<file path="config.mk">
export PLATFORM = sky130hd
export DESIGN_NAME = gcop_vec_stage
export DESIGN_NICKNAME = d
export VERILOG_FILES = /design/src/hw/rtl/gcop_pkg.sv /design/src/hw/rtl/gcop_vec_stage.sv
export SDC_FILE = /design/constraint.sdc
export NUM_CORES = 1
export LEC_CHECK = 0
export BUFFER_PORTS_ARGS = -buffer_cell sky130_fd_sc_hd__buf_4
export CORE_AREA = 2 2 189 154
export DETAILED_ROUTE_END_ITERATION = 8
export DIE_AREA = 0 0 191 156
export GPL_ROUTABILITY_DRIVEN = 0
export GPL_TIMING_DRIVEN = 0
export PLACE_DENSITY = 0.67
export REMOVE_ABC_BUFFERS = 1
export SLEW_MARGIN = 25
export SYNTH_ARGS = -nofsm -noshare
export SYNTH_HDL_FRONTEND = slang
export SYNTH_SLANG_ARGS = --single-unit
</file>
<file path="constraint.sdc">
create_clock -name clk -period 4.5 [get_ports clk]
set_clock_uncertainty 0.2 [all_clocks]
set_input_delay 0.45 -clock clk [delete_from_list [all_inputs] [get_ports clk]]
set_output_delay 0.45 -clock clk [all_outputs]
set_load 0.005 [all_outputs]
</file>
<file path="src/hw/rtl/gcop_pkg.sv">
// gcop_pkg: shared widths, fixed-point constants and the CORDIC arctangent
// table for the great-circle offset point pipeline.
// No dependencies.
`timescale 1ns / 1ps

package gcop_pkg;

  // CORDIC iteration count limits
  localparam int STAGE_CAP          = 40;
  localparam int CORDIC_STAGES_DEF  = 30;

  // datapath widths (30 fraction bits everywhere)
  localparam int RW   = 34;   // rotation CORDIC x, y and angle
  localparam int VW   = 40;   // vectoring CORDIC x, y
  localparam int ZW   = 36;   // vectoring CORDIC angle
  localparam int SQW  = 64;   // square root remainder and root
  localparam int SQ_STEPS = 32; // one result bit per step

  // configuration register indexes
  localparam logic [7:0] CFG_COS_OFFSET = 8'd0;
  localparam logic [7:0] CFG_SIN_OFFSET = 8'd1;

  // constants in Q.30
  localparam logic signed [35:0] ONE_Q30      = 36'sd1073741824;
  localparam logic signed [35:0] PI_Q30       = 36'sd3373259426;
  localparam logic signed [35:0] HALF_PI_Q30  = 36'sd1686629713;
  localparam logic signed [35:0] INV_GAIN_Q30 = 36'sd652032874;
  localparam logic signed [35:0] LAT_LIMIT    = 36'sd843314857;

  localparam logic [30:0] COS_OFFSET_RST = 31'd1073741824;
  localparam logic [30:0] SIN_OFFSET_RST = 31'd4752;

  // truncated atan(2^-i) in Q.30
  localparam logic [29:0] ATAN_TAB [STAGE_CAP] = '{
    30'd843314856, 30'd497837829, 30'd263043836, 30'd133525158, 30'd67021686,
    30'd33543515, 30'd16775850, 30'd8388437, 30'd4194282, 30'd2097149,
    30'd1048575, 30'd524287, 30'd262143, 30'd131071, 30'd65535, 30'd32767,
    30'd16383, 30'd8191, 30'd4095, 30'd2047, 30'd1023, 30'd511, 30'd255,
    30'd127, 30'd63, 30'd31, 30'd15, 30'd8, 30'd4, 30'd2, 30'd1, 30'd0,
    30'd0, 30'd0, 30'd0, 30'd0, 30'd0, 30'd0, 30'd0, 30'd0
  };

endpackage

</file>
<file path="src/hw/rtl/gcop_vec_stage.sv">
// gcop_vec_stage: one registered vectoring-mode CORDIC iteration.
// Depends on gcop_pkg.
`timescale 1ns / 1ps

module gcop_vec_stage import gcop_pkg::*; #(
  parameter int SHIFT = 0,
  parameter int SW    = 1
) (
  input  logic                 clk,
  input  logic                 rst,
  input  logic                 en,
  input  logic                 in_valid,
  input  logic signed [VW-1:0] x_in,
  input  logic signed [VW-1:0] y_in,
  input  logic signed [ZW-1:0] z_in,
  input  logic [SW-1:0]        side_in,
  output logic                 out_valid,
  output logic signed [VW-1:0] x_out,
  output logic signed [VW-1:0] y_out,
  output logic signed [ZW-1:0] z_out,
  output logic [SW-1:0]        side_out
);

  logic signed [ZW-1:0] tab;
  logic signed [VW-1:0] x_next, y_next;
  logic signed [ZW-1:0] z_next;

  // drive y toward zero, collect the angle
  always_comb begin
    tab = $signed({{(ZW-30){1'b0}}, ATAN_TAB[SHIFT]});
    if (y_in < 0) begin
      x_next = x_in - (y_in >>> SHIFT);
      y_next = y_in + (x_in >>> SHIFT);
      z_next = z_in - tab;
    end else begin
      x_next = x_in + (y_in >>> SHIFT);
      y_next = y_in - (x_in >>> SHIFT);
      z_next = z_in + tab;
    end
  end

  always_ff @(posedge clk) begin
    if (rst) begin
      out_valid <= 1'b0;
    end else if (en) begin
      out_valid <= in_valid;
    end
  end

  always_ff @(posedge clk) begin
    if (en) begin
      x_out    <= x_next;
      y_out    <= y_next;
      z_out    <= z_next;
      side_out <= side_in;
    end
  end

endmodule

</file>
==> flow_summary.ini <==
[run_status]
outcome = finished, final reports clean

[logic_synthesis]
synth_common_cells = a21oi_1, ha_1, nor2_1
synth-seq-area-share_pct = 28.2
netlist_instances = 1490
netlist_area_um2 = 12400
yosysUniqueCellTypes = 84
synth_top_area_cell = edfxtp_1
ys.warnings.count = 0
avgSynthCellArea_um2 = 8.34
synth_seq_cells = 117
ys.flop_type = edfxtp_1
ys_top_cells_by_area = edfxtp_1, ha_1, a21oi_1
synth-edff-count = 116
synth.most_common_cell = a21oi_1
synthDominantCellAreaShare_pct = 28.0
synthArstFlopShare_pct = 0

[sta]
relSlewSlack_pct = 43.3
final_max_slew_viol_count = 0
tightestPinTransition_ps = 840
rsz0062_at_grt = false
setup_viol = 0
fmax_ghz = 0.241
fin_crit_sh_pct = 92.2
hold_viol = 0
final.min_clock_period_ps = 4150
fin_ws_ps = 353

[setup_path]
path_class = input port to register
path_max_fanout = 16
required_ps = 4440
r2r-end = out_valid
reg2reg_depth = 2
start_kind = input port
rrSetupSlack_ps = 3710
critPathCapture = y_out[31]
critical_path_arrival_ps = 4080
startpoint = x_in[23]
setup.worst_path.end_class = register
r2r-start = out_valid

[drt]
vias = 12200
wl_mm = 39.2
wl_per_cell_um = 18.9
vias_per_cell = 5.87
ant_nets = 0
first_pass_iters = 6
drt_iter0_drc = 1232
drc = 0

[grt]
track_usage_pct = 25.5
antenna_found_initial = 0
grt_pass1_vias = 11200
grt_max_degree = 130
gr-total-overflow = 0
grt_first_pass_wirelength_mm = 59.4

[layout]
syn2layout_area_growth_pct = 22.1
final_net_count = 1965
final_util_pct = 54.5
diodes = 0
drive_gt1_share_pct = 17.2

[floorplan]
dieArea_um2 = 29800
io_pins = 239
die_w_um = 191
rows = 55
initial_core_util_pct = 44.6
core_um2 = 27900
die_h_um = 156

[clock_network]
cts_root_buf = clkbuf_16
numCtsBuffers = 17
cts_tree = yes
h-tree-depth = 4
cts.sinks = 117
clkLatencyLatePin_ps = 430
clockBufferDepth = 2
cts.clk_slew.worst_paths_ps = 60

[placement]
pre_cts_slack_ps = -599
portBuffers = 238
hpwlAfterDp_mm = 30.0

[pwr]
p_per_area_nw_per_um2 = 314
ir_worst_vdd_uv = 272
leakage_nw = 6.80

[worst_hold_path]
worst_hold_path_type = input port to register

[run]
maxCapViolCount = 0
==> sequential cells by signal, indices dropped and copies added, names as in the netlist <==
register   flops
side_out       1
x_out         40
y_out         39
out_valid      1
z_out         36
==> how the worst min path moves through the flow <==
stage | from | to | slack, ps | cells past startpoint
after floorplan | out_valid | out_valid | 280 | 2
after global placement | out_valid | out_valid | 280 | 2
after detailed placement | out_valid | out_valid | 290 | 2
after CTS | in_valid | out_valid | 50 | 3
after global routing | in_valid | out_valid | 60 | 3
final | in_valid | out_valid | 60 | 3
==> cell usage in the layout, fill, tap and decap left out, drive strengths merged, types with 7 or more instances in the layout <==
cell type / instances
a211oi: 22
or2: 8
buf: 240
o21bai: 26
a21o: 59
edfxtp: 116
clkbuf: 23
a211o: 7
clkinv: 9
mux2i: 15
o21ai: 107
nor2b: 24
xnor2: 80
nand2b: 20
or3: 12
a21oi: 183
ha: 148
o211ai: 14
o21a: 16
a31oi: 9
nand4: 27
inv: 124
nand2: 84
nand3: 18
xor2: 17
o31ai: 18
nor2: 140
nor4: 8
nor3: 24
==> logic make-up (layout without fill, tap and decap cells) <==
family | count (synthesis) | in the layout | synth area share [%]
AOI/OAI and AO/OA | 527 | 527 | 27.2
xor gates and xnor gates | 97 | 97 | 6.84
adders and majority gates | 152 | 152 | 15.5
buffers and inverters | 192 | 407 | 6.08
DFF | 117 | 117 | 28.2
muxes | 15 | 15 | 1.21
and+or+nand+nor | 390 | 390 | 15.0
==> layout make-up <==
| class | instances | area (um^2) |
|---|---|---|
| fillers | 2566 | 12700 |
| inverters | 130 | 500 |
| multi-input cells | 1181 | 8170 |
| repair buffers | 245 | 1900 |
| flip-flops and latches | 117 | 3500 |
| well taps | 370 | 463 |
| clock inverters | 9 | 176 |
| clock buffers | 23 | 468 |
==> critical path, cell delays in order <==
cell and delay, ps:
buf_4 90, inv_1 40, ha_1 610, inv_1 170, o21ai_0 110, a21oi_1 100, o41ai_1 710, o211ai_1 370
a21boi_1 550, o21ai_2 140, a2111oi_0 720
==> timing repair <==
action,4_1_cts,5_1_grt
setup endpoints to repair,3,0
buffers inserted,0,0
resized for setup,1,0
hold buffers,5,0
endpoints found under the hold margin,5,0
==> metrics by stage <==
| step | cells | total power [mW] | hold WS (ps) | TNS [ps] | area (um^2) |
|---|---|---|---|---|---|
| after detailed placement | 2037 | 3.21 | 290 | -4370 | 14400 |
| after global placement | 2036 | 3.19 | 276 | -75890 | 14400 |
| after floorplan | 1428 | 2.49 | 285 | 0 | 12200 |
| after global routing | 2075 | 5.00 | 60.9 | 0 | 15200 |
| after CTS | 2074 | 4.76 | 51.0 | 0 | 15100 |
| final | 2075 | 4.77 | 62.0 | 0 | 15200 |
==> routing by layer <==
| metal | wire length (um) | GRT usage, % | vias up |
|---|---|---|---|
| li1 | - | - | 5796 |
| met1 | 17700 | 35.7 | 5674 |
| met2 | 17100 | 39.8 | 631 |
| met3 | 3330 | 4.16 | 72 |
| met4 | 1050 | 8.71 | 0 |
| met5 | 0 | 0 | - |
==> report_power, final <==
group	switching [mW]	internal, mW	total [mW]
registers	0.0493	1.44	1.49
logic	0.986	0.764	1.75
clock network	0.515	1.01	1.53
Note: power is estimated with default switching activity, not from simulation.
