[config.mk]
export PLATFORM = sky130hd
export DESIGN_NAME = gcop_sqrt_stage
export DESIGN_NICKNAME = d
export VERILOG_FILES = /design/src/hw/rtl/gcop_pkg.sv /design/src/hw/rtl/gcop_sqrt_stage.sv
export SDC_FILE = /design/constraint.sdc
export NUM_CORES = 1
export LEC_CHECK = 0
export BUFFER_PORTS_ARGS = -buffer_cell sky130_fd_sc_hd__clkbuf_2
export CAP_MARGIN = 5
export CORE_ASPECT_RATIO = 1.4
export CORE_UTILIZATION = 30
export CTS_BUF_LIST = sky130_fd_sc_hd__clkbuf_2 sky130_fd_sc_hd__clkbuf_4 sky130_fd_sc_hd__clkbuf_8
export CTS_CLUSTER_SIZE = 24
export DETAILED_ROUTE_END_ITERATION = 8
export PLACE_DENSITY_LB_ADDON = 0.3
export SETUP_SLACK_MARGIN = 0.3
export SYNTH_ARGS = -nofsm -noshare
export SYNTH_HDL_FRONTEND = slang
export SYNTH_SLANG_ARGS = --single-unit
[constraint.sdc]
create_clock -name clk -period 9.5 [get_ports clk]
set_input_delay 1.425 -clock clk [delete_from_list [all_inputs] [get_ports clk]]
set_output_delay 1.425 -clock clk [all_outputs]
set_load 0.02 [all_outputs]
[src/hw/rtl/gcop_pkg.sv]
// gcop_pkg: shared widths, fixed-point constants and the CORDIC arctangent
// table for the great-circle offset point pipeline.
// No dependencies.
`timescale 1ns / 1ps

package gcop_pkg;

  // CORDIC iteration count limits
  localparam int STAGE_CAP          = 40;
  localparam int CORDIC_STAGES_DEF  = 30;

  // datapath widths (30 fraction bits everywhere)
  localparam int RW   = 34;   // rotation CORDIC x, y and angle
  localparam int VW   = 40;   // vectoring CORDIC x, y
  localparam int ZW   = 36;   // vectoring CORDIC angle
  localparam int SQW  = 64;   // square root remainder and root
  localparam int SQ_STEPS = 32; // one result bit per step

  // configuration register indexes
  localparam logic [7:0] CFG_COS_OFFSET = 8'd0;
  localparam logic [7:0] CFG_SIN_OFFSET = 8'd1;

  // constants in Q.30
  localparam logic signed [35:0] ONE_Q30      = 36'sd1073741824;
  localparam logic signed [35:0] PI_Q30       = 36'sd3373259426;
  localparam logic signed [35:0] HALF_PI_Q30  = 36'sd1686629713;
  localparam logic signed [35:0] INV_GAIN_Q30 = 36'sd652032874;
  localparam logic signed [35:0] LAT_LIMIT    = 36'sd843314857;

  localparam logic [30:0] COS_OFFSET_RST = 31'd1073741824;
  localparam logic [30:0] SIN_OFFSET_RST = 31'd4752;

  // truncated atan(2^-i) in Q.30
  localparam logic [29:0] ATAN_TAB [STAGE_CAP] = '{
    30'd843314856, 30'd497837829, 30'd263043836, 30'd133525158, 30'd67021686,
    30'd33543515, 30'd16775850, 30'd8388437, 30'd4194282, 30'd2097149,
    30'd1048575, 30'd524287, 30'd262143, 30'd131071, 30'd65535, 30'd32767,
    30'd16383, 30'd8191, 30'd4095, 30'd2047, 30'd1023, 30'd511, 30'd255,
    30'd127, 30'd63, 30'd31, 30'd15, 30'd8, 30'd4, 30'd2, 30'd1, 30'd0,
    30'd0, 30'd0, 30'd0, 30'd0, 30'd0, 30'd0, 30'd0, 30'd0
  };

endpackage

[src/hw/rtl/gcop_sqrt_stage.sv]
// gcop_sqrt_stage: one registered step of the digit-by-digit integer
// square root, one result bit per stage. Depends on gcop_pkg.
`timescale 1ns / 1ps

module gcop_sqrt_stage import gcop_pkg::*; #(
  parameter int K  = 0,
  parameter int SW = 1
) (
  input  logic           clk,
  input  logic           rst,
  input  logic           en,
  input  logic           in_valid,
  input  logic [SQW-1:0] v_in,
  input  logic [SQW-1:0] r_in,
  input  logic [SW-1:0]  side_in,
  output logic           out_valid,
  output logic [SQW-1:0] v_out,
  output logic [SQW-1:0] r_out,
  output logic [SW-1:0]  side_out
);

  localparam logic [SQW-1:0] BIT = SQW'(1) << (2 * (SQ_STEPS - 1 - K));

  logic [SQW-1:0] trial, v_next, r_next;

  // try the current bit pair
  always_comb begin
    trial = r_in + BIT;
    if (v_in >= trial) begin
      v_next = v_in - trial;
      r_next = (r_in >> 1) + BIT;
    end else begin
      v_next = v_in;
      r_next = r_in >> 1;
    end
  end

  always_ff @(posedge clk) begin
    if (rst) begin
      out_valid <= 1'b0;
    end else if (en) begin
      out_valid <= in_valid;
    end
  end

  always_ff @(posedge clk) begin
    if (en) begin
      v_out    <= v_next;
      r_out    <= r_next;
      side_out <= side_in;
    end
  end

endmodule

==> results by group <==
Placed design
  – Place WS: around 3.7 ns
  – Port-buffer cells: roughly 260
  – Placed instance area: ~10000 um^2
  – GPL Wtd Cong: 0.8227
  – DP Wirelength: between 20 and 25 mm

Clock network
  – Clk_lat worst skew: 0.48 ns
  – Worst-case clock buffer depth: 2
  – Cts hold-fix bufs: 0
  – Clock-pin slew on the worst setup and hold paths: 0.08 ns
  – TritonCTS Buffers: 17
  – Postcts setup bufs: 0
  – Root Driver: clkbuf_8
  – Htree depth: 4
  – # resized after CTS: 0
  – Clk sink count: 130
  – CTS tree: yes

GRT
  – Total grt overflow: 0
  – Vias in the first global route: approximately 7800
  – First-pass GRT wire length: between 30 and 40 mm
  – GRT Util Overall: 0.1736
  – Initial antenna violation count: 0
  – Largest net degree at the start of global routing: between 70 and 80

Routing
  – First drt pass iteration count: 4
  – Routed WL: 25.83 mm
  – DRC viols: 0
  – Wire length per cell: 16.66 um
  – Via-per-instance ratio: roughly 5
  – Vias: approximately 7600
  – Post-route ant nets: 0
  – Initial DRC Count: 322

Logic synthesis
  – Synthesis warning total: 0
  – Async S/R FF share, synth: 0
  – Simple-Gate Fraction of Synth Area: 0.1287
  – Mux contribution to synthesized area: 0.008683
  – Register area share after synthesis: 0.4430
  – Synth Area in XOR/XNOR: 0.05779
  – Synth Register Bits: 130
  – Largest family of logic cells by synthesized area: compound AO/OA/AOI/OAI gates
  – Synth cell types: 65
  – Number of flops mapped to enable cells by yosys: 129
  – Netlist Area Pre-Place: a little under 9000 um^2
  – Syn nets: 1114
  – Mapped Cells: 916
  – Post-Synth Adder-Cell Area: 0.09338
  – Compound-Gate Fraction of Synth Area: 0.2145
  – Mean Syn Cell Area: 9.596 um^2
  – Main synth FF type: edfxtp_1

Final layout
  – Sequential Area: 3894 um^2
  – Syn-to-layout area delta: 23.37%
  – Design area: 10840 um^2
  – Layout cells sized above 1: 0.2681
  – Most common cell after layout, fill and taps aside: clkbuf_2
  – Ant diodes: 0
  – Multi-input gate area: 4422 um^2
  – Fill cells: roughly 3000
  – Highest-count cells in the layout ignoring fill and taps: 261 x clkbuf_2, 129 x edfxtp_1, 106 x nand2_1
  – Layout Nets: around 1400

Pwr
  – Peak VDD IR: 0.08770 mV
  – Total Power: 1.824 mW
  – Leakage Power: about 4.9 nW
  – Pwr Density: 168.2 nW/um^2

Flow run
  – Max_cap viols: 0

Setup path
  – Critical R2R Launch: out_valid$_SDFFE_PP0P_
  – CP endpoint kind: flop
  – RR Endpoint: out_valid$_SDFFE_PP0P_
  – Startpoint types: input pin
  – WS Path Type: in2reg
  – Worst Path Arrival: around 5.4 ns
  – Worst-path maximum fanout: 72
  – Req. time, crit path: 9.74 ns
  – Reg2reg setup slack: 8.90 ns
  – Reg2Reg Depth: 2

Timing
  – Final setup TNS: 0 ns
  – Fmax: 193.5 MHz
  – Period utilization: 0.5441
  – Clock period minus final worst setup slack: ~5.2 ns
  – RSZ-0062 raised after global routing: no
  – Fin. max-slew vios: 0
  – Setup Skew: 0 ns
  – Worst Tran Pin Value: 1.006 ns
  – Final worst setup slack: 4.332 ns
  – Setup Viol. Count Final: 0
  – Endpoints failing hold: 0
  – Slew HR: 0.3274

Worst hold path
  – Worst Hold Class: reg2reg
  – Hold path depth: 2
  – Hold endpoint: out_valid$_SDFFE_PP0P_
  – Worst Hold Launch: out_valid$_SDFFE_PP0P_

Floorplan
  – Full die area: 30000 um^2
  – CORE AREA: 28590 um^2
  – FP Rows: 73
  – Initial core utilization: 0.3075
  – Die height: 204.5 um
  – I/O pin count: around 260
  – Width of the die: approximately 150 um

Outcome
  – Status: finished clean
through the flow:
step / util / hold WS, ns / instances
3_5_place_dp: 0.3644 / 0.5000 / 1518
5_1_grt: 0.3793 / 0.5553 / 1550
6_report: 0.3793 / 0.5206 / 1550
4_1_cts: 0.3793 / 0.5199 / 1550
2_1_floorplan: - / 0.5788 / 916
3_3_place_gp: 0.3644 / 0.4735 / 1518
worst max-delay path: stages:
cell and delay (ns):
clkbuf_2 0.08, inv_1 0.07, ha_1 0.22, fa_1 0.22, nor2b_1 0.06, o21a_1 0.19, o211ai_2 0.18, a31o_2 0.20
nand2_2 0.09, a311oi_2 0.48, a31oi_4 0.19, nor2_4 0.81, buf_4 0.68, mux2_2 0.40
kinds of logic (layout without fill, tap and decap cells):
kind of cell             count (synthesis)  in the layout
AO/OA/AOI/OAI                          303            303
XOR/XNOR                                58             58
adder cells (fa/ha/maj)                 65             65
buffers and inverters                  117            376
flip-flops                             130            130
multiplexers                             7              7
AND/OR/NAND/NOR                        236            236
power breakdown:
part / internal [mW] / total (mW) / switching, mW
sequential: 0.716 / 0.736 / 0.0203
combinational: 0.201 / 0.558 / 0.357
clock: 0.295 / 0.530 / 0.235
total: 1.21 / 1.82 / 0.612
final cells by class:
class | instances | share of cell area
inverter | 80 | 0.02769
timing repair buffer | 264 | 0.1229
clock inverter | 11 | 0.01500
sequential | 130 | 0.3591
clock buffer | 21 | 0.02435
tap | 375 | 0.04327
multi-input combinational | 669 | 0.4078
Yosys cell counts (all sizes together) (3+ instances only):
cell type / instances / area share
a211o: 3 / 0.0030
clkbuf: 20 / 0.0085
nor4bb: 3 / 0.0034
and3: 3 / 0.0021
or2: 3 / 0.0021
xor2: 25 / 0.025
nand2b: 4 / 0.0028
a21boi: 5 / 0.0047
o21a: 9 / 0.0077
a21oi: 86 / 0.049
a21o: 45 / 0.038
ha: 64 / 0.091
xnor2: 33 / 0.033
nor4: 4 / 0.0036
a31oi: 8 / 0.0081
edfxtp: 129 / 0.44
nand2: 107 / 0.046
o21ai: 93 / 0.053
o221ai: 3 / 0.0030
and4: 4 / 0.0040
o31ai: 3 / 0.0026
o21bai: 21 / 0.018
or3: 3 / 0.0021
inv: 80 / 0.034
o211ai: 7 / 0.0065
nor2: 39 / 0.018
nand3: 9 / 0.0051
nor2b: 8 / 0.0057
nor3: 15 / 0.0085
nand4: 24 / 0.017
buf: 17 / 0.011
mux2: 5 / 0.0064
a211oi: 4 / 0.0034
metal layers:
| layer | global-route usage | wire, um |
|---|---|---|
| met3 | 0.03073 | 927 |
| met2 | 0.3033 | 12960 |
| met1 | 0.2036 | 11110 |
| met5 | 0 | 0 |
| met4 | 0.08631 | 837 |
worst max-delay path by stage:
stage	from	to	slack (ns)	depth (start not counted)
after floorplan	v_in[0]	v_out[62]$_DFFE_PP_	5.48	14
after global placement	v_in[0]	v_out[16]$_DFFE_PP_	3.84	14
after detailed placement	v_in[0]	v_out[16]$_DFFE_PP_	3.70	14
after CTS	v_in[0]	v_out[16]$_DFFE_PP_	4.27	14
after global routing	v_in[0]	v_out[62]$_DFFE_PP_	3.93	15
final	v_in[0]	v_out[4]$_DFFE_PP_	4.33	14
registers in the layout, summed over array words and instances, names as in the netlist:
name and flops:
out_valid 1, r_out 64, side_out 1, v_out 64
Power figures use the tool's default switching activity.
