==> config.mk <==
export PLATFORM = sky130hd
export DESIGN_NAME = gcop_rot_stage
export DESIGN_NICKNAME = d
export VERILOG_FILES = /design/src/hw/rtl/gcop_pkg.sv /design/src/hw/rtl/gcop_rot_stage.sv
export SDC_FILE = /design/constraint.sdc
export NUM_CORES = 1
export LEC_CHECK = 0
export BUFFER_PORTS_ARGS = -buffer_cell sky130_fd_sc_hd__buf_2
export CAP_MARGIN = 40
export CORE_UTILIZATION = 52
export DETAILED_ROUTE_END_ITERATION = 8
export PLACE_DENSITY = 0.83
export SETUP_SLACK_MARGIN = 0.4
export SLEW_MARGIN = 20
export SYNTH_ARGS = -nofsm -noshare
export SYNTH_HDL_FRONTEND = slang
export SYNTH_SLANG_ARGS = --single-unit
==> constraint.sdc <==
create_clock -name clk -period 5.9 [get_ports clk]
set_clock_uncertainty 0.05 [all_clocks]
set_input_delay 1.475 -clock clk [delete_from_list [all_inputs] [get_ports clk]]
set_output_delay 1.475 -clock clk [all_outputs]
set_load 0.05 [all_outputs]
==> src/hw/rtl/gcop_pkg.sv <==
// gcop_pkg: shared widths, fixed-point constants and the CORDIC arctangent
// table for the great-circle offset point pipeline.
// No dependencies.
`timescale 1ns / 1ps

package gcop_pkg;

  // CORDIC iteration count limits
  localparam int STAGE_CAP          = 40;
  localparam int CORDIC_STAGES_DEF  = 30;

  // datapath widths (30 fraction bits everywhere)
  localparam int RW   = 34;   // rotation CORDIC x, y and angle
  localparam int VW   = 40;   // vectoring CORDIC x, y
  localparam int ZW   = 36;   // vectoring CORDIC angle
  localparam int SQW  = 64;   // square root remainder and root
  localparam int SQ_STEPS = 32; // one result bit per step

  // configuration register indexes
  localparam logic [7:0] CFG_COS_OFFSET = 8'd0;
  localparam logic [7:0] CFG_SIN_OFFSET = 8'd1;

  // constants in Q.30
  localparam logic signed [35:0] ONE_Q30      = 36'sd1073741824;
  localparam logic signed [35:0] PI_Q30       = 36'sd3373259426;
  localparam logic signed [35:0] HALF_PI_Q30  = 36'sd1686629713;
  localparam logic signed [35:0] INV_GAIN_Q30 = 36'sd652032874;
  localparam logic signed [35:0] LAT_LIMIT    = 36'sd843314857;

  localparam logic [30:0] COS_OFFSET_RST = 31'd1073741824;
  localparam logic [30:0] SIN_OFFSET_RST = 31'd4752;

  // truncated atan(2^-i) in Q.30
  localparam logic [29:0] ATAN_TAB [STAGE_CAP] = '{
    30'd843314856, 30'd497837829, 30'd263043836, 30'd133525158, 30'd67021686,
    30'd33543515, 30'd16775850, 30'd8388437, 30'd4194282, 30'd2097149,
    30'd1048575, 30'd524287, 30'd262143, 30'd131071, 30'd65535, 30'd32767,
    30'd16383, 30'd8191, 30'd4095, 30'd2047, 30'd1023, 30'd511, 30'd255,
    30'd127, 30'd63, 30'd31, 30'd15, 30'd8, 30'd4, 30'd2, 30'd1, 30'd0,
    30'd0, 30'd0, 30'd0, 30'd0, 30'd0, 30'd0, 30'd0, 30'd0
  };

endpackage

==> src/hw/rtl/gcop_rot_stage.sv <==
// gcop_rot_stage: one registered rotation-mode CORDIC iteration.
// Depends on gcop_pkg.
`timescale 1ns / 1ps

module gcop_rot_stage import gcop_pkg::*; #(
  parameter int SHIFT = 0,
  parameter int SW    = 1
) (
  input  logic                 clk,
  input  logic                 rst,
  input  logic                 en,
  input  logic                 in_valid,
  input  logic signed [RW-1:0] x_in,
  input  logic signed [RW-1:0] y_in,
  input  logic signed [RW-1:0] z_in,
  input  logic [SW-1:0]        side_in,
  output logic                 out_valid,
  output logic signed [RW-1:0] x_out,
  output logic signed [RW-1:0] y_out,
  output logic signed [RW-1:0] z_out,
  output logic [SW-1:0]        side_out
);

  logic signed [RW-1:0] tab;
  logic signed [RW-1:0] x_next, y_next, z_next;

  // rotate toward zero residual angle
  always_comb begin
    tab = $signed({{(RW-30){1'b0}}, ATAN_TAB[SHIFT]});
    if (z_in >= 0) begin
      x_next = x_in - (y_in >>> SHIFT);
      y_next = y_in + (x_in >>> SHIFT);
      z_next = z_in - tab;
    end else begin
      x_next = x_in + (y_in >>> SHIFT);
      y_next = y_in - (x_in >>> SHIFT);
      z_next = z_in + tab;
    end
  end

  always_ff @(posedge clk) begin
    if (rst) begin
      out_valid <= 1'b0;
    end else if (en) begin
      out_valid <= in_valid;
    end
  end

  always_ff @(posedge clk) begin
    if (en) begin
      x_out    <= x_next;
      y_out    <= y_next;
      z_out    <= z_next;
      side_out <= side_in;
    end
  end

endmodule

==> results.md, run 1 <==
- Total negative slack: 0 ns
- GP Congestion: 0.971
- # hold bufs at CTS: 0
- CP cell instances: buf_2 > inv_1 > ha_1 > nor4b_1 > nand4_1 > nor4_4 > and4_1 > nand2b_2 > inv_2 > buf_4 > ha_1 > a21oi_1 > nor2b_1 > o21ai_0 > nand2b_1 > a311o_1 > nor3_1 > o21ai_0 > nand2_1 > xor2_1
- Number of clock sinks: 103
- YS warnings: 0
- Initial core utilization: 53.7%
- Top cells by count, synth: 166 x a21oi_1, 129 x ha_1, 110 x inv_1, 102 x edfxtp_1, 82 x nor2_1
- Synthesized area: 0.0106 sq mm
- Post-DP Area: 0.0118 sq mm
- Cells after Synth: 1,226
- Critical path's top delay family: simple AND/OR/NAND/NOR gates
- Share of the synthesized area in the top cell type: 29.0%
- Peak VDD IR: 0.163 mV
- CP Launch Type: input port
- Final #Nets: 1,644
- ANT cells: 0
- Synth area leaders: edfxtp_1 29%, ha_1 15%, a21oi_1 7.9%
- Most frequent cell after synthesis: a21oi_1
- Worst-path fanout max: 40
- Gr ovfl total: 0
- Layout cells sized above 1: 19.4%
- Critical path endpoint category: flip-flop
- Io pins: 211
- Antenna-violating nets left: 0
- Distinct cell type count after synthesis: 76
- Clk_lat worst skew: 0.35 ns
- Detailed-route DRC error count: 0
- Final worst path period need: 5.30 ns
- DRT iter0 DRCs: 1,056
- Critical Path RT: 5.96 ns
- Core area: 0.0197 sq mm
- Top cell type by total area after synthesis: edfxtp_1
- Avg WL per Cell: 18.6 microns
- Syn Area/Cell: 8.61 sq um
- Static Leak: 5.48 nW
- Clock Pin Slew Worst Setup and Hold Paths: 0.07 ns
- First-pass GRT wire length: 48.0 mm
- Worst slew pin tran: 0.836 ns
- EDFF count, synth: 102
- Final period utilization: 89.9%
- Cell Pwr Density: 255 mW/mm^2
- Top FF cell, synth: edfxtp_1
- Post-DP HPWL: 24.0 mm
- Pins Over Slew Limit: 0
- Worst min path class: flip-flop to flip-flop
- Post-synthesis sequential area ratio: 29.2%
- Final Cell Area: 0.0122 sq mm
- Layout Utilization: 61.9%
- DR pass1 iterations: 8
- Port bufs: 210
- H-tree levels: 3
- Fillers: 1,733
- Pwr Total: 3.10 mW
- Vias in the first global route: 9,464
- Status: completed
- Antenna violations before repair: 1
- Crit path arrival time: 5.36 ns
- CTS Root Buffer Type: clkbuf_16
- Final hold vios: 0
- Vias post-DR: 10,100
- WS Path Type: input port to flip-flop
- Syn nets: 1,466
- Rows: 51
- Cts bufs inserted: 9
- Area of the die: 0.0209 sq mm
- CP bufs+invs: 4
- RSZ-0062 raised after global routing: yes
- Die H: 145 microns
- Critical path's slowest cell: ha_1
- Routed WL: 31.1 mm
- Synth Register Bits: 103
- Highest clock rate: 0.189 GHz
- Max transition margin: 42.8%
- Worst-case clock buffer depth: 2
- CP max stage delay: 0.45 ns
- Gr usage total: 29.6%
- DR vias/cell: 6.06
- Layout Area Growth over Synthesis: 15.2%
- Largest net degree at the start of global routing: 65
- Setup-failing EPs final: 0
- Max cap viols: 0
- Async S/R FF share, synth: 0%
- CTS tree: yes
- Chip Width: 145 microns
## routing by layer
layer	routed length [microns]	share of wire [%]	vias up	global-route usage, %
met4	1160	3.7	2	12.4
met3	2690	8.6	97	5.23
met2	14500	47	538	49.6
li1	-	-	4805	-
met5	13	0.042	-	0
met1	12700	41	4705	37.4
## state kept, by name, indices dropped and copies added, names as in the netlist
register,count
out_valid,1
side_out,1
x_out,34
y_out,33
z_out,34
## final cells by class
class                           count  area (sq um)  share of cell area (%)
Tap cell                          265           332                    2.73
Clock buffer                        9           225                    1.85
Timing Repair Buffer              220          1150                    9.48
Clock inverter                      7          78.8                   0.648
Inverter                          117           439                    3.61
Multi-Input combinational cell    953          6850                    56.3
Sequential cell                   103          3080                    25.4
## kinds of logic (layout without fill, tap and decap cells)
logic type                 Yosys count  in the layout  synth area share [%]
muxes                               19             19                  1.80
adders and majority gates          133            133                  16.0
xor gates and xnor gates            92             92                  7.63
AOI/OAI and AO/OA                  412            412                  24.7
buffers and inverters              170            353                  6.42
DFF                                103            103                  29.2
and+or+nand+nor                    297            297                  14.2
## what timing repair did
item,CTS,global route
gates resized for setup,0,11
setup endpoints to repair,0,11
buffers inserted,0,2
## power by group
group          switching [mW]  internal [mW]
clock network           0.298          0.334
logic                    1.03          0.434
registers              0.0325          0.966
total                    1.36           1.73
## worst min-delay path: cells and delay by family (launching register included)
family           cells  cell delay [ns]
multiplexers         1             0.07
AND/OR/NAND/NOR      1             0.07
flip-flops           1             0.33
## through the flow
step	std cells	worst slack [ns]	hold WS [ns]
2_1_floorplan	1226	0.489	0.683
3_3_place_gp	1655	0.216	0.417
3_5_place_dp	1655	0.0420	0.444
4_1_cts	1671	0.421	0.462
5_1_grt	1674	0.349	0.517
6_report	1674	0.596	0.451
## layout by cell type (no fill, tap or decap), drive strengths merged, types with 7 or more instances in the layout
cell type	synthesis	final
and3	16	16
mux2i	19	19
o21a	11	11
inv	113	115
xnor2	74	74
nand4	15	15
nor4	11	11
xor2	18	18
buf	21	220
nand2	63	63
or2	8	8
nor3	24	24
ha	129	129
nor2	82	82
o21bai	29	29
nand3	24	24
o31ai	10	10
a21oi	167	167
clkinv	4	7
a221oi	7	7
edfxtp	102	102
a211oi	14	14
o211ai	7	7
clkbuf	32	9
nand2b	16	16
nor2b	17	17
a31oi	10	10
o21ai	73	73
a21o	29	29
## path summary, 6_finish.rpt
| kind | startpoint | endpoint | slack [ns] | cells after the start |
|---|---|---|---|---|
| max reg2reg | out_valid | out_valid | 5.26 | 2 |
| min reg2reg | out_valid | out_valid | 0.45 | 2 |
| max | z_in[33] | z_out[32] | 0.60 | 20 |
| min | out_valid | out_valid | 0.45 | 2 |
No activity file was read; power rests on OpenSTA's default activity.
==> inputs of run 2 (changes only) <==
--- a/config.mk
+++ b/config.mk
@@ -5,13 +5,14 @@
 export SDC_FILE = /design/constraint.sdc
 export NUM_CORES = 1
 export LEC_CHECK = 0
+export ABC_AREA = 1
 export BUFFER_PORTS_ARGS = -buffer_cell sky130_fd_sc_hd__buf_2
 export CAP_MARGIN = 40
-export CORE_UTILIZATION = 52
+export CORE_UTILIZATION = 53
 export DETAILED_ROUTE_END_ITERATION = 8
+export GPL_ROUTABILITY_DRIVEN = 0
 export PLACE_DENSITY = 0.83
 export SETUP_SLACK_MARGIN = 0.4
-export SLEW_MARGIN = 20
 export SYNTH_ARGS = -nofsm -noshare
 export SYNTH_HDL_FRONTEND = slang
 export SYNTH_SLANG_ARGS = --single-unit
==> results.md, run 2 <==
- Vias post-DR: 13,700
- Routed WL: 39.3 mm
- Post-CTS setup buffers: 0
- Synthesized area: 0.0125 sq mm
- Gr usage total: 32.0%
- Peak VDD IR: 0.124 mV
- Layout Area Growth over Synthesis: 11.4%
- Port bufs: 210
- Layout Utilization: 60.8%
- # resized after CTS: 0
- DR vias/cell: 5.79
- Largest net degree at the start of global routing: 68
- Worst min path class: flip-flop to flip-flop
- Clock Pin Slew Worst Setup and Hold Paths: 0.08 ns
- Post-DP HPWL: 32.1 mm
- Cells after Synth: 1,873
- Io pins: 211
- Number of clock sinks: 103
- Cell Pwr Density: 225 mW/mm^2
- Max cap viols: 0
- Worst slew pin tran: 0.743 ns
- Synth area leaders: edfxtp_1 24%, nand2_1 16%, ha_1 13%
- Cts bufs inserted: 9
- Syn Area/Cell: 6.68 sq um
- Avg WL per Cell: 16.6 microns
- Final period utilization: 70.9%
- Highest clock rate: 0.239 GHz
- Die H: 156 microns
- Final std cells w/o fill: 2,372
- Placed Cells: 2,356
- RSZ-0062 raised after global routing: no
- Crit path top cell by count: nand2_1
- Total negative slack: 0 ns
- Gr ovfl total: 0
- Vias in the first global route: 12,500
- Static Leak: 7.07 nW
- Max transition margin: 50.5%
- Syn nets: 2,113
- Area of the die: 0.0242 sq mm
- Status: completed
- CTS tree: yes
- Pre-CTS WS: 1.37 ns
- Detailed-route DRC error count: 0
- Most frequent cell after synthesis: nand2_1
- Final worst path period need: 4.18 ns
- Final #Nets: 2,294
- CTS Root Buffer Type: clkbuf_16
- YS warnings: 0
- Critical Path RT: 5.98 ns
- Worst-path fanout max: 17
- Share of the synthesized area in the top cell type: 24.5%
- Critical path's slowest cell: ha_1
- Synth Register Bits: 103
- CP max stage delay: 0.41 ns
- CP Launch Type: input port
- DRT iter0 DRCs: 1,558
- Final hold vios: 0
- CP cell instances: buf_2 > inv_1 > ha_1 > nand3_1 > nor3_2 > nand3b_1 > nor2_2 > nor2_4 > inv_2 > ha_1 > a21oi_1 > o21ai_2 > nand2_1 > nand2_1 > a21o_1 > nand3_1 > nand3_1 > nand2_1 > nand2_1
- DR pass1 iterations: 6
- H-tree levels: 3
- # hold bufs at CTS: 0
- Async S/R FF share, synth: 0%
- Initial core utilization: 54.6%
- Top FF cell, synth: edfxtp_1
- Core area: 0.0229 sq mm
- Commonest non-fill, non-tap cell in the layout: nand2_1
- Antenna violations before repair: 0
- Crit path arrival time: 4.26 ns
- Setup-failing EPs final: 0
- Layout cells sized above 1: 14.7%
- Clk_lat worst skew: 0.36 ns
- ANT cells: 0
- Worst Setup Slack, final: 1.72 ns
- Commonest non-fill, non-tap cells in the layout: 523 x nand2_1, 257 x inv_1, 209 x buf_2
- First-pass GRT wire length: 60.6 mm
- Chip Width: 156 microns
- Rows: 55
- WS Path Type: input port to flip-flop
- Worst-case clock buffer depth: 2
- Distinct cell type count after synthesis: 45
- Top cell type by total area after synthesis: edfxtp_1
- Critical path endpoint category: flip-flop
- Biggest regs: x_out: 34 flops, z_out: 34 flops, y_out: 33 flops
- Top cells by count, synth: 523 x nand2_1, 257 x inv_1, 164 x nand3_1, 154 x nor2_1, 145 x a21oi_1
- Pins Over Slew Limit: 0
- Post-synthesis sequential area ratio: 24.6%
- EDFF count, synth: 102
- Antenna-violating nets left: 0
[run 2: changes by cell type in the layout (fill, tap and decap cells not counted), moves of 20 or more]
cell	before	now
o21ai_0	67	97
a21oi_1	165	145
nand2_1	63	523
nand3_1	24	164
xnor2_1	74	7
inv_1	110	257
nor2_1	82	154
xor2_1	18	56
a21o_1	29	6
[run 2: path summary, 6_finish.rpt]
check	slack [ns]	cells after the start	start	end
max	1.72	19	z_in[33]	z_out[29]
min	0.45	2	out_valid	out_valid
max reg2reg	5.27	2	out_valid	out_valid
min reg2reg	0.45	2	out_valid	out_valid
[run 2: final cells by class]
cell class                 instances  area [sq um]
fill                            2077          8980
multi-input combinational       1460          8080
tap                              313           392
inverter                         266           998
clock buffer                       9           225
clock inverter                     7          53.8
timing repair buffer             214          1100
sequential                       103          3080
[run 2: kinds of logic after synthesis]
| group | Yosys count | synth area share, % |
|---|---|---|
| AND/OR/NAND/NOR | 952 | 32.9 |
| flip-flops | 103 | 24.6 |
| XOR/XNOR | 63 | 4.41 |
| buffers and inverters | 310 | 10.8 |
| AO/OA/AOI/OAI | 311 | 13.7 |
| multiplexers | 1 | 0.0800 |
| adder cells (fa/ha/maj) | 133 | 13.5 |
[run 2: report_power, final]
group | internal (mW) | switching, mW
logic | 0.409 | 1.16
registers | 0.946 | 0.0296
clock network | 0.292 | 0.309
[run 2: metal layers]
layer,track usage [%],part of all wire [%],vias up
li1,-,-,6486
met1,40.5,38,6093
met2,53.4,44,965
met3,4.50,12,180
met4,15.7,5.2,0
met5,0,0,-
[run 2: worst max-delay path, delay by kind of cell]
family	cells	cell delay (ns)
and+or+nand+nor	11	1.18
adders and majority gates	2	0.61
AOI/OAI and AO/OA	3	0.54
buffers and inverters	3	0.44
[run 2: through the flow]
step	cell area [sq um]	total power, mW	hold slack, ns
2_1_floorplan	12500	2.12	0.683
3_5_place_dp	13700	2.51	0.434
3_3_place_gp	13600	2.48	0.416
5_1_grt	13900	3.29	0.467
6_report	13900	3.14	0.446
4_1_cts	13900	3.11	0.451
